==> src/hw/rtl/r2ifft_ram.sv <==
// Generic single-port-write, single-port-read RAM with registered read.
module r2ifft_ram #(
  parameter int WIDTH = 32,
  parameter int DEPTH = 64
) (
  input  logic                     clk,
  input  logic                     we,
  input  logic [$clog2(DEPTH)-1:0] waddr,
  input  logic [WIDTH-1:0]         wdata,
  input  logic [$clog2(DEPTH)-1:0] raddr,
  output logic [WIDTH-1:0]         rdata
);
  logic [WIDTH-1:0] mem [DEPTH];

  always_ff @(posedge clk) begin
    if (we) mem[waddr] <= wdata;
    rdata <= mem[raddr];
  end
endmodule

==> config.mk <==
export PLATFORM = sky130hd
export DESIGN_NAME = r2ifft_ram
export DESIGN_NICKNAME = d
export VERILOG_FILES = /design/src/hw/rtl/r2ifft_ram.sv
export SDC_FILE = /design/constraint.sdc
export NUM_CORES = 2
export LEC_CHECK = 0
export BUFFER_PORTS_ARGS = -buffer_cell sky130_fd_sc_hd__buf_2
export CAP_MARGIN = 0
export CORE_MARGIN = 2
export CORE_UTILIZATION = 55
export DETAILED_ROUTE_END_ITERATION = 16
export PLACE_DENSITY = 0.69
export RECOVER_POWER = 50
export SLEW_MARGIN = 15
export SYNTH_ARGS = -nofsm -noshare
export SYNTH_HDL_FRONTEND = slang
export SYNTH_SLANG_ARGS = --single-unit
==> constraint.sdc <==
create_clock -name clk -period 10.5 [get_ports clk]
set_input_delay 0.525 -clock clk [delete_from_list [all_inputs] [get_ports clk]]
set_output_delay 0.525 -clock clk [all_outputs]
set_load 0.02 [all_outputs]
After elaboration in Yosys (flattened, before gate mapping):

Memories as Yosys holds them, arrays and structs flattened. A register that Yosys moved wholly into a read port is not among the register bits.
Cells that the tools add are included.

* mux-type cells: 2

Operators by type and width (count)
* 1-bit 2-to-1 mux: 2

* logic and storage cells: 3
* flip-flop bits (word level): 0
* memories kept: 1
* RAM bits: 2048
* output and inout bits: 32
* input bits: 46

Memories
* mem: depth 64, bits a word 32, rd ports 1, clocked after memory_dff 1, write ports 1, RTL line 13 `logic [WIDTH-1:0] mem [DEPTH];`

Logic depth before layout (Yosys ltp):

* word-level depth: 2
* gate-level depth with buffers: 10

Worst setup path before layout:

OpenSTA, ideal clock, no wires.

* path type: input -> register
* start point: input port waddr[3]
* end point: memory mem[48][0] (enable)
* setup time: 0.461 ns
* data arrival time: 3.224 ns
* path buffers: 1
* required time: 10.039 ns
* stages on the path: 4
* setup slack: 6.815 ns
* path through: clkbuf_1 nor2b_1 nand4b_1 nor3_1

RTL lines
* start: declaration: RTL line 8 `input logic [$clog2(DEPTH)-1:0] waddr,`
* end: declaration: RTL line 13

No word-level cell before the write port.

==> run metrics <==
Nets 3565; final WL 193000 um; RSZ-0062 raised after global routing no; post-synthesis sequential area ratio 0.791; number of port buffers 77; cts bufs inserted 197; fill count 9287; max-slew violations 2129; Starting Density 0.555; total track usage 0.268; post-synthesis mux area share 0.168; Max-cap violations 35; Final Critical Period 3.55 ns; Fin. Hold Viols 0; Setup crit start raddr[2]; HP Class in2reg; CTS root buf clkbuf_16; failing checks capacitance limit, slew limit; WL per Instance 34.5 um; TritonCTS clock tree built; combinational family with the most area after synthesis multiplexers; met3 wire len 19700 um; synthesis-stage register bit count 2080; grt total ovfl 0; Reg area 62100 um^2; routed vias 37100; hold_buf cts 0; CP Data Arrival Time 4.19 ns; Met1 Wirelength 71700 um; CTS resizes 0; routability cong. 0.824; Worst-path clk slew 0.06 ns; Max VDD drop 0.182 mV; simple-gate share of the synthesized area 0.0127; first-pass iteration count of the detailed router 6; die area 146000 um^2; vias in the first global route 37200; DRC errors left 0; clock sinks 2080; area of the multi-input gates 16000 um^2; DR WL met2 94300 um; period utilisation layout 0.338; Core Area 142000 um^2; Non-Filler Instances 5587; width of the die 382 um; Adder-Cell Fraction of Synth Area 0; Fin Setup TNS 0 ns; Final HPWL DP 101000 um; Synth cell types 34; post-synthesis cell area 78500 um^2; final setup margin 6.95 ns; clock skew 0.0291 ns; Clock Path Buffers 3; first-pass GRT wire length 274000 um; Die Y 382 um; final setup violation count 0; pre-CTS WS 6.00 ns; worst slew pin tran 3.12 ns; initial DRC count 4909; total power 17.1 mW; Via density 6.64; crit path launch type input port; post-CTS setup buffer count 0; clk_lat worst skew 0.82 ns; yosys warns 0; FF-to-FF Start mem[43][7]; Post-Route Utilization 0.622; most common cell after layout, fill and taps aside edfxtp_1; Synth Area in Compound Gates 0.0167; pwr dens 194 nW/um^2; critical path endpoint category register; CP Data Required Time 11.15 ns; Top Layer Used met5; most frequent cells in the layout edfxtp_1 (2048), mux4_2 (544), clkbuf_16 (201); largest net degree at the start of global routing 128; status finished with violations; hold path start raddr[4]; fmax 282 MHz; Rows 138; Leak 27.3 nW; gate count of the mapped netlist 3324; post-synthesis xor/xnor area fraction 0; antenna violations before repair 14; Worst Path Max Fanout 55; H-tree Lvls 4; Rel. slew slack -1.08; # IOs 78; syn_area_per_cell 23.6 um^2; Layout area overhead 12.2%; Routed Antenna Nets 0; Worst Setup Path Type in2reg; placed insts 5208; share of layout cells above drive strength 1 0.282; Synthesized Nets 3370
-- state kept, by name, indices dropped and copies added, names as in the netlist --
register	flops
mem	2048
rdata	32
-- final cells by class --
type,count,share of cell area
sequential,2080,0.705
multi-input combinational,1062,0.181
clock buffer,279,0.0630
tap,1890,0.0268
timing repair buffer,178,0.0133
clock inverter,89,0.0102
antenna,9,0.000256
-- power breakdown --
part / switching (mW) / internal [mW]
Sequential: 0.0362 / 9.21
Combinational: 0.504 / 0.292
Clock: 2.98 / 4.05
Total: 3.52 / 13.6
-- layer usage --
layer / vias to the layer above / GRT usage
met3: 349 / 0.0548
met4: 6 / 0.0913
met5: - / 0
li1: 14600 / -
met2: 2147 / 0.431
met1: 19900 / 0.372
-- synth_stat cells (all sizes together) --
cell	n	area share
nand3b	5	0.00048
clkbuf	74	0.0035
a21oi	62	0.0040
nor2b	15	0.0012
and2	2	0.00016
o221ai	27	0.0030
edfxtp	2048	0.78
buf	108	0.0077
mux2i	93	0.012
o32ai	4	0.00045
nand3	5	0.00032
a31oi	1	0.000080
nor3	7	0.00045
or2	3	0.00024
o22ai	84	0.0067
dfxtp	32	0.0082
nand4b	1	0.00011
a311oi	8	0.00089
a22oi	12	0.0011
a41o	4	0.00051
and3	4	0.00032
nor2	137	0.0065
nand4	2	0.00016
nand2	26	0.0012
or3b	5	0.00056
nand2b	8	0.00064
mux4	544	0.16
or3	3	0.00024
-- worst max-delay path, stage by stage --
cell	delay, ns
buf_8	0.45
buf_4	0.73
buf_4	0.78
mux4_2	0.41
mux2i_1	0.15
a21oi_1	0.14
a21oi_1	0.80
nor2_1	0.11
-- path summary, 6_finish.rpt --
kind                    end  slack, ns  depth (start not counted)
setup / recovery  rdata[29]       6.95                          8
hold / removal     rdata[5]       0.49                          4
setup reg to reg   rdata[7]       8.20                          4
hold reg to reg    rdata[4]       0.75                          4
-- per-stage QoR --
stage          cell area (um^2)  hold slack, ns
2_1_floorplan             78500           0.624
3_5_place_dp              81700           0.754
3_3_place_gp              81700           0.757
4_1_cts                   88100           0.365
5_1_grt                   88100           0.464
6_report                  88100           0.487
-- cell families after synthesis --
logic type	count (synthesis)
flip-flops	2080
multiplexers	637
AND/OR/NAND/NOR	223
AO/OA/AOI/OAI	202
buffers and inverters	182
Note: power is estimated with default switching activity, not from simulation.
