File: src/hw/rtl/r2ifft_pkg.sv
// Package: sizes, twiddle table and state codes for the radix-2 DIF IFFT core.
package r2ifft_pkg;

  localparam int POINTS      = 64;
  localparam int SAMPLE_BITS = 16;
  localparam int ADDR_BITS   = $clog2(POINTS);
  localparam int STAGE_BITS  = $clog2(ADDR_BITS + 1);
  localparam int WORD_BITS   = 2 * SAMPLE_BITS;
  localparam int TW_FRAC     = 15;
  localparam int TW_BITS     = 16;

  typedef logic signed [SAMPLE_BITS-1:0] sample_t;
  typedef logic [ADDR_BITS-1:0]          addr_t;
  typedef logic [STAGE_BITS-1:0]         stage_t;
  typedef logic signed [TW_BITS-1:0]     tw_t;

  typedef enum logic [2:0] {
    ST_LOAD,
    ST_RD_A,
    ST_RD_B,
    ST_CALC,
    ST_WR_B,
    ST_EMIT_RD,
    ST_EMIT_OUT
  } state_t;

  // Cosine of 2*pi*k/64 in Q1.15.
  function automatic tw_t tw_cos(input addr_t k);
    tw_t q [0:16];
    tw_t v;
    logic [1:0] quad;
    logic [3:0] r;
    q = '{16'sd32767, 16'sd32610, 16'sd32138, 16'sd31357, 16'sd30274, 16'sd28899,
          16'sd27246, 16'sd25330, 16'sd23170, 16'sd20788, 16'sd18205, 16'sd15447,
          16'sd12540, 16'sd9512, 16'sd6393, 16'sd3212, 16'sd0};
    quad = k[5:4];
    r    = k[3:0];
    unique case (quad)
      2'd0: v = q[r];
      2'd1: v = -q[16 - r];
      2'd2: v = -q[r];
      default: v = q[16 - r];
    endcase
    return v;
  endfunction

  // Sine of 2*pi*k/64 in Q1.15.
  function automatic tw_t tw_sin(input addr_t k);
    return tw_cos(addr_t'(k - addr_t'(POINTS / 4)));
  endfunction

  function automatic addr_t bit_rev(input addr_t k);
    addr_t r;
    for (int b = 0; b < ADDR_BITS; b++) r[ADDR_BITS-1-b] = k[b];
    return r;
  endfunction

  function automatic sample_t sat_s(input logic signed [SAMPLE_BITS+17:0] v);
    sample_t r;
    if (v > (SAMPLE_BITS+18)'(signed'(2**(SAMPLE_BITS-1) - 1)))
      r = {1'b0, {(SAMPLE_BITS-1){1'b1}}};
    else if (v < -(SAMPLE_BITS+18)'(signed'(2**(SAMPLE_BITS-1))))
      r = {1'b1, {(SAMPLE_BITS-1){1'b0}}};
    else
      r = v[SAMPLE_BITS-1:0];
    return r;
  endfunction

endpackage

File: src/hw/rtl/r2ifft_bfly.sv
// Butterfly datapath: registered sum, complex product, round, saturate.
module r2ifft_bfly (
  input  logic                   clk,
  input  r2ifft_pkg::sample_t    ar,
  input  r2ifft_pkg::sample_t    ai,
  input  r2ifft_pkg::sample_t    br,
  input  r2ifft_pkg::sample_t    bi,
  input  r2ifft_pkg::addr_t      tw_idx,
  input  logic                   calc,
  output r2ifft_pkg::sample_t    top_r,
  output r2ifft_pkg::sample_t    top_i,
  output r2ifft_pkg::sample_t    bot_r,
  output r2ifft_pkg::sample_t    bot_i
);
  localparam int SB = r2ifft_pkg::SAMPLE_BITS;
  localparam int WB = SB + 18;
  localparam int PB = SB + 1 + r2ifft_pkg::TW_BITS;

  logic signed [SB:0]   dr, di;
  r2ifft_pkg::tw_t      wr, wi;
  logic signed [PB-1:0] p_rr, p_ii, p_ri, p_ir;
  logic signed [WB-1:0] sum_r, sum_i, rot_r, rot_i;
  logic signed [WB-1:0] dif_r, dif_i;
  logic                 unity;

  // Store sums, differences, twiddle factors and the unity flag at the compute step.
  always_ff @(posedge clk) begin
    if (calc) begin
      dr    <= (SB+1)'(ar) - (SB+1)'(br);
      di    <= (SB+1)'(ai) - (SB+1)'(bi);
      sum_r <= WB'(ar) + WB'(br) + WB'(1);
      sum_i <= WB'(ai) + WB'(bi) + WB'(1);
      unity <= (tw_idx == '0);
      wr    <= r2ifft_pkg::tw_cos(tw_idx);
      wi    <= r2ifft_pkg::tw_sin(tw_idx);
    end
  end

  assign p_rr  = dr * wr;
  assign p_ii  = di * wi;
  assign p_ri  = dr * wi;
  assign p_ir  = di * wr;
  assign rot_r = WB'(p_rr) - WB'(p_ii) + WB'(1 <<< r2ifft_pkg::TW_FRAC);
  assign rot_i = WB'(p_ri) + WB'(p_ir) + WB'(1 <<< r2ifft_pkg::TW_FRAC);
  assign dif_r = WB'(dr) + WB'(1);
  assign dif_i = WB'(di) + WB'(1);

  assign top_r = r2ifft_pkg::sat_s(sum_r >>> 1);
  assign top_i = r2ifft_pkg::sat_s(sum_i >>> 1);
  assign bot_r = unity ? r2ifft_pkg::sat_s(dif_r >>> 1)
                       : r2ifft_pkg::sat_s(rot_r >>> (r2ifft_pkg::TW_FRAC + 1));
  assign bot_i = unity ? r2ifft_pkg::sat_s(dif_i >>> 1)
                       : r2ifft_pkg::sat_s(rot_i >>> (r2ifft_pkg::TW_FRAC + 1));
endmodule

File: config.mk
export PLATFORM = sky130hd
export DESIGN_NAME = r2ifft_bfly
export DESIGN_NICKNAME = d
export VERILOG_FILES = /design/src/hw/rtl/r2ifft_pkg.sv /design/src/hw/rtl/r2ifft_bfly.sv
export SDC_FILE = /design/constraint.sdc
export NUM_CORES = 2
export LEC_CHECK = 0
export ABC_AREA = 1
export BUFFER_PORTS_ARGS = -buffer_cell sky130_fd_sc_hd__buf_2
export CAP_MARGIN = 20
export CORE_MARGIN = 4
export CORE_UTILIZATION = 45
export DETAILED_ROUTE_END_ITERATION = 7
export PLACE_DENSITY_LB_ADDON = 0.08
export SYNTH_ARGS = -nofsm -noshare
export SYNTH_HDL_FRONTEND = slang
export SYNTH_SLANG_ARGS = --single-unit
File: constraint.sdc
create_clock -name clk -period 25.7 [get_ports clk]
set_clock_uncertainty 0.15 [all_clocks]
set_input_delay 3.855 -clock clk [delete_from_list [all_inputs] [get_ports clk]]
set_output_delay 3.855 -clock clk [all_outputs]
set_load 0.01 [all_outputs]
# After elaboration in Yosys (flattened, before gate mapping)
# Memories as Yosys holds them, arrays and structs flattened.
# Cells that the tools add are included.
# word_totals
regBits,103
mem_bits_ro,2048
out_inout_bits,64
n_memories,4
# memory_table
memory,words,width,rd,rd_ports_with_merged_regs,write_ports,line,source
(name not given),32,16,1,0,0,r2ifft_pkg.sv:42,default: v = q[16 - r];
(name not given),32,16,1,0,0,r2ifft_pkg.sv:41,2'd2: v = -q[r];
(name not given),32,16,1,0,0,r2ifft_pkg.sv:42,
(name not given),32,16,1,0,0,r2ifft_pkg.sv:41,
# op_classes
addsub,19
mul,4
magnitude_cmp,16
eq_ne,4
n_mux,24
bitwise_logic,4
reduce_logical,3
# op_table
cell,n
$mux W16,22
$mul A17 B16 Y33,4
$pmux W16 S3,2
$add A17 B2 Y18 const B,4
$add A34 B17 Y34 const B,2
$gt A17 B16 Y1 const B,4
$lt A17 B16 Y1 const B,4
$ge A33 B6 Y1 const B,2
$not A32 Y33,2
$neg A16 Y16,4
$gt A18 B16 Y1 const B,2
$lt A18 B16 Y1 const B,2
$add A16 B16 Y17,2
$add A33 B33 Y34,1
$sub A16 B16 Y17,2
$sub A33 B33 Y34,1
$ge A5 B6 Y1 const B,2
$sub A5 B4 Y6 const A,2
$not A4 Y5,2
$logic_not A6 Y1,1
$sub A6 B5 Y6 const B,1
$eq A2 B1 Y1 const B,2
$eq A2 B2 Y1 const B,2
$logic_not A2 Y1,2

# Logic depth before layout (Yosys ltp)
# logic_depth
ltp_word,8
ltp_mapped,38

# Least setup slack after synthesis
# OpenSTA, ideal clock, no wires.
# synth_timing
kind,register -> output
from,register di[16]
to,output bot_r[5]
arrival_time_ns,7.204
t_required_ns,21.695
slack_ns,14.491
path_stages_with_launch,32
path_buffers,3
path_cell_list,edfxtp_1 -> buf_2 -> buf_1 -> nand2_1 -> inv_1 -> fa_1 -> fa_1 -> fa_1 -> inv_1 -> fa_1 -> fa_1 -> fa_1 -> fa_1 -> inv_1 -> fa_1 -> inv_1 -> ha_1 -> nand2_1 -> nor2_1 -> inv_1 -> nor4_1 -> nand2_1 -> nand2_1 -> nand2_1 -> nand2_1 -> nand2_2 -> nand2_4 -> buf_6 -> nand2_1 -> nand2_1 -> nand2_1 -> nand2_1
# synth_via
elab_chain_len,7
elab_cells_between_ends,8
# synth_lines
element,line,source
"start, declared",r2ifft_bfly.sv:19,"logic signed [SB:0] dr, di;"
"start signal, assigned",r2ifft_bfly.sv:30,di <= (SB+1)'(ai) - (SB+1)'(bi);
$mul A17 B16 Y33 *,r2ifft_bfly.sv:40,assign p_ii = di * wi;
$sub A33 B33 Y34 *,r2ifft_bfly.sv:43,assign rot_r = WB'(p_rr) - WB'(p_ii) + WB'(1 <<< r2ifft_pkg::TW_FRAC);
$add A34 B17 Y34 *,r2ifft_bfly.sv:43,
$lt A18 B16 Y1,r2ifft_pkg.sv:62,else if (v < -(SAMPLE_BITS+18)'(signed'(2**(SAMPLE_BITS-1))))
$mux W16,r2ifft_pkg.sv:62,
$mux W16 *,r2ifft_pkg.sv:60,if (v > (SAMPLE_BITS+18)'(signed'(2**(SAMPLE_BITS-1) - 1)))
$mux W16 *,r2ifft_bfly.sv:50,assign bot_r = unity ? r2ifft_pkg::sat_s(dif_r >>> 1)
"end, declared",r2ifft_bfly.sv:12,"output r2ifft_pkg::sample_t bot_r,"
# Every way passes the cells marked *; elsewhere a longest branch is shown, timed or not.

# Worst setup path after layout
# layout_timing
from,register wr[15]
to,output bot_i[6]
# layout_via
elab_chain_len,7
elab_cells_between_ends,8
# layout_lines
element,line,source
"start, declared",r2ifft_bfly.sv:20,"r2ifft_pkg::tw_t wr, wi;"
"start signal, assigned",r2ifft_bfly.sv:34,wr <= r2ifft_pkg::tw_cos(tw_idx);
$mul A17 B16 Y33 *,r2ifft_bfly.sv:42,assign p_ir = di * wr;
$add A33 B33 Y34 *,r2ifft_bfly.sv:44,assign rot_i = WB'(p_ri) + WB'(p_ir) + WB'(1 <<< r2ifft_pkg::TW_FRAC);
$add A34 B17 Y34 *,r2ifft_bfly.sv:44,
$lt A18 B16 Y1,r2ifft_pkg.sv:62,
$mux W16,r2ifft_pkg.sv:62,
$mux W16 *,r2ifft_pkg.sv:60,
$mux W16 *,r2ifft_bfly.sv:52,assign bot_i = unity ? r2ifft_pkg::sat_s(dif_i >>> 1)
"end, declared",r2ifft_bfly.sv:13,output r2ifft_pkg::sample_t bot_i
# Marks and branches as above.

==> qor.yml <==
clocking:
  cts_resized: 0
  clkTransAtPathRegs_ns: 0.09
  cts_buffers: 9
  cts_tree: "built"
  clock-root-buffer: "clkbuf_16"
  post_cts_buffers: 0
  cts.path.max_buffers: 2
  cts_hold_buffers: 0
  cts_max_level: 3
  cts.sinks: 101
detailed_routing:
  dr.pass1.iters: 5
  drt_iter0_markers: 2355
  drc: 0
  routed_wl_um: 155000
  viasPerCell: 4.89
  ant_nets: 0
  wl_per_cell_um: 18.5
  vias: 40900
grt:
  grt_pass1_vias: 44000
  antenna_found_initial: 1
  grt.overflow.total: 0
  globalRouteTotalUtil: 0.258
  grt_pass1_wl_um: 251000
  grt_max_degree: 53
floorplan:
  die_w_um: 354
  die_area_um2: 125000
  rows: 126
  core-area_um2: 118000
  start_util: 0.455
  die_y_um: 354
  pin_count: 136
sta:
  final-hold-violation-count: 0
  finalCriticalPeriod_ns: 13.17
  fmax_ghz: 0.0759
  finalSetupViolCount: 0
  rsz0062_at_grt: "no"
  final_max_slew_viol_count: 0
  maxSlewHeadroom: 0.287
  setup_tns_ns: 0
  fin_crit_sh: 0.512
  worst_pin_slew_ns: 1.07
layout:
  layout-drive-gt1-share: 0.0440
  syn_to_final_growth_pct: 4.32
  n_fill_cell: 12000
  layout.nets: 8456
  antenna_cells: 0
  final_cells: 8369
yosys:
  synth_area_leaders: "fa_1, inv_1, nand2_1"
  synthSimpleGateAreaFrac: 0.158
  synth_warnings: 0
  synth_fp_nets: 8545
  seq_area_frac_synth: 0.0563
  synthArstFlopShare: 0
  synth_fa_ha_area_frac: 0.549
  ys_ff_latch: 101
  synthCells: 6853
  synth-compound-area-share: 0.0410
  synth_top_area_frac: 0.460
  synthXorXnorAreaFrac: 0.0196
  synth-main-ff-cell: "edfxtp_1"
  synth_top_family_by_area: "adder cells"
  yosys.cell_types.count: 57
  yosys.area.top_type: "fa_1"
  synth_area_um2: 53800
  synth_mux_area_frac: 0
  synth-edff-count: 101
  syn_avg_cell_area_um2: 7.86
critical_path:
  crit_top_cell: "fa_1"
  critPathCaptureType: "primary output"
  start_kind: "flop"
  critPathRequiredTime_ns: 21.69
  crit_family: "adder cells"
  critical_path_buf_inv_count: 8
  crit_fanout: 15
  crit_arrival_ns: 9.16
  cpPeakStageDelay_ns: 1.06
  crit_type: "reg -> out"
  critPathSlowestCell: "edfxtp_1"
place:
  dpl.cell_count: 8353
  port_buffers: 135
  place.gp.congestion: 0.876
  dp_hpwl_um: 120000
hold_path:
  min_from: "br[0]"
  holdPathStages: 3
  whs_endpoint: "dr[0]"
  hold_class: "in -> reg"
status:
  status: "complete, no violations"
job:
  drv_cap: 0
[state kept, by name (all words and copies together) (netlist names)]
name / cells
dr: 17
sum_i: 17
di: 17
unity: 1
sum_r: 17
wr: 16
wi: 16
[placed cells by master, fill, tap and decap left out, drive strengths merged, types with 26 or more instances in the layout]
master / Yosys / final
nor3: 32 / 32
nand3: 113 / 113
a21oi: 149 / 149
o21ai: 142 / 142
nor2: 240 / 240
nand2: 1680 / 1680
buf: 55 / 209
xor2: 93 / 93
nand4: 32 / 32
ha: 383 / 383
edfxtp: 101 / 101
fa: 1237 / 1237
xnor2: 26 / 26
inv: 2185 / 2187
[cell families (layout without fill, tap and decap cells)]
logic type,count (synthesis),in the layout
simple gates,2133,2133
buf+inv,2499,2415
fa+ha+maj,1620,1620
compound gates,381,381
xor+xnor,119,119
flops,101,101
[synthesized netlist by cell type (all sizes together) (3+ instances only)]
master and n:
a21o 11, o21ai 142, clkbuf 254, or2 11
o2111ai 16, o21a 4, nand2 1680, a31oi 8
edfxtp 101, nand3 113, o21bai 20, ha 383
a21oi 149, o211ai 12, o22ai 3, nor4 9
xor2 93, nor3 32, clkinv 5, a21boi 5
inv 2185, nand3b 10, nor2 240, fa 1237
nand4 32, buf 55, a221oi 5, xnor2 26
[layer usage]
metal	routed length (um)	GRT usage	vias to the layer above
met3	6950	0.0214	106
met5	0	0	-
li1	-	-	19100
met1	70100	0.367	20800
met4	3130	0.0508	0
met2	74400	0.434	936
[tightest hold or removal path: cells and delay by family]
kind                       cells  cell delay [ns]
buffers and inverters          2             0.16
adders and majority gates      1             0.11
[how the worst max path moves through the flow]
stage	from	to	slack, ns	cells past startpoint
after CTS	wr[0]	bot_i[8]	12.50	26
after floorplan	di[16]	bot_r[5]	14.49	31
after global placement	wr[15]	bot_i[13]	13.01	30
after detailed placement	wr[0]	bot_i[8]	13.00	26
after global routing	wr[0]	bot_i[8]	12.00	27
final	wr[15]	bot_i[6]	12.53	30
[area by class of cell]
type / count / area, um2 / area share
Clock buffer: 9 / 225 / 0.00401
Clock inverter: 7 / 103 / 0.00183
Inverter: 2190 / 8220 / 0.146
Multi-Input combinational cell: 4253 / 41300 / 0.736
Sequential cell: 101 / 3030 / 0.0540
Tap cell: 1600 / 2000 / 0.0356
Timing Repair Buffer: 209 / 1230 / 0.0220
[per-stage QoR]
| step | util | cell area, um2 | setup WS, ns | hold WS (ns) |
|---|---|---|---|---|
| after floorplan | - | 53800 | 14.49 | 3.82 |
| after global placement | 0.472 | 55800 | 13.01 | 4.07 |
| after detailed placement | 0.472 | 55800 | 13.00 | 4.08 |
| after CTS | 0.474 | 56200 | 12.50 | 3.64 |
| after global routing | 0.474 | 56200 | 12.00 | 3.68 |
| final | 0.474 | 56200 | 12.53 | 3.66 |
Power is not shown: default switching activity piles up to over one toggle a cycle in this logic, so the estimate is an artifact.
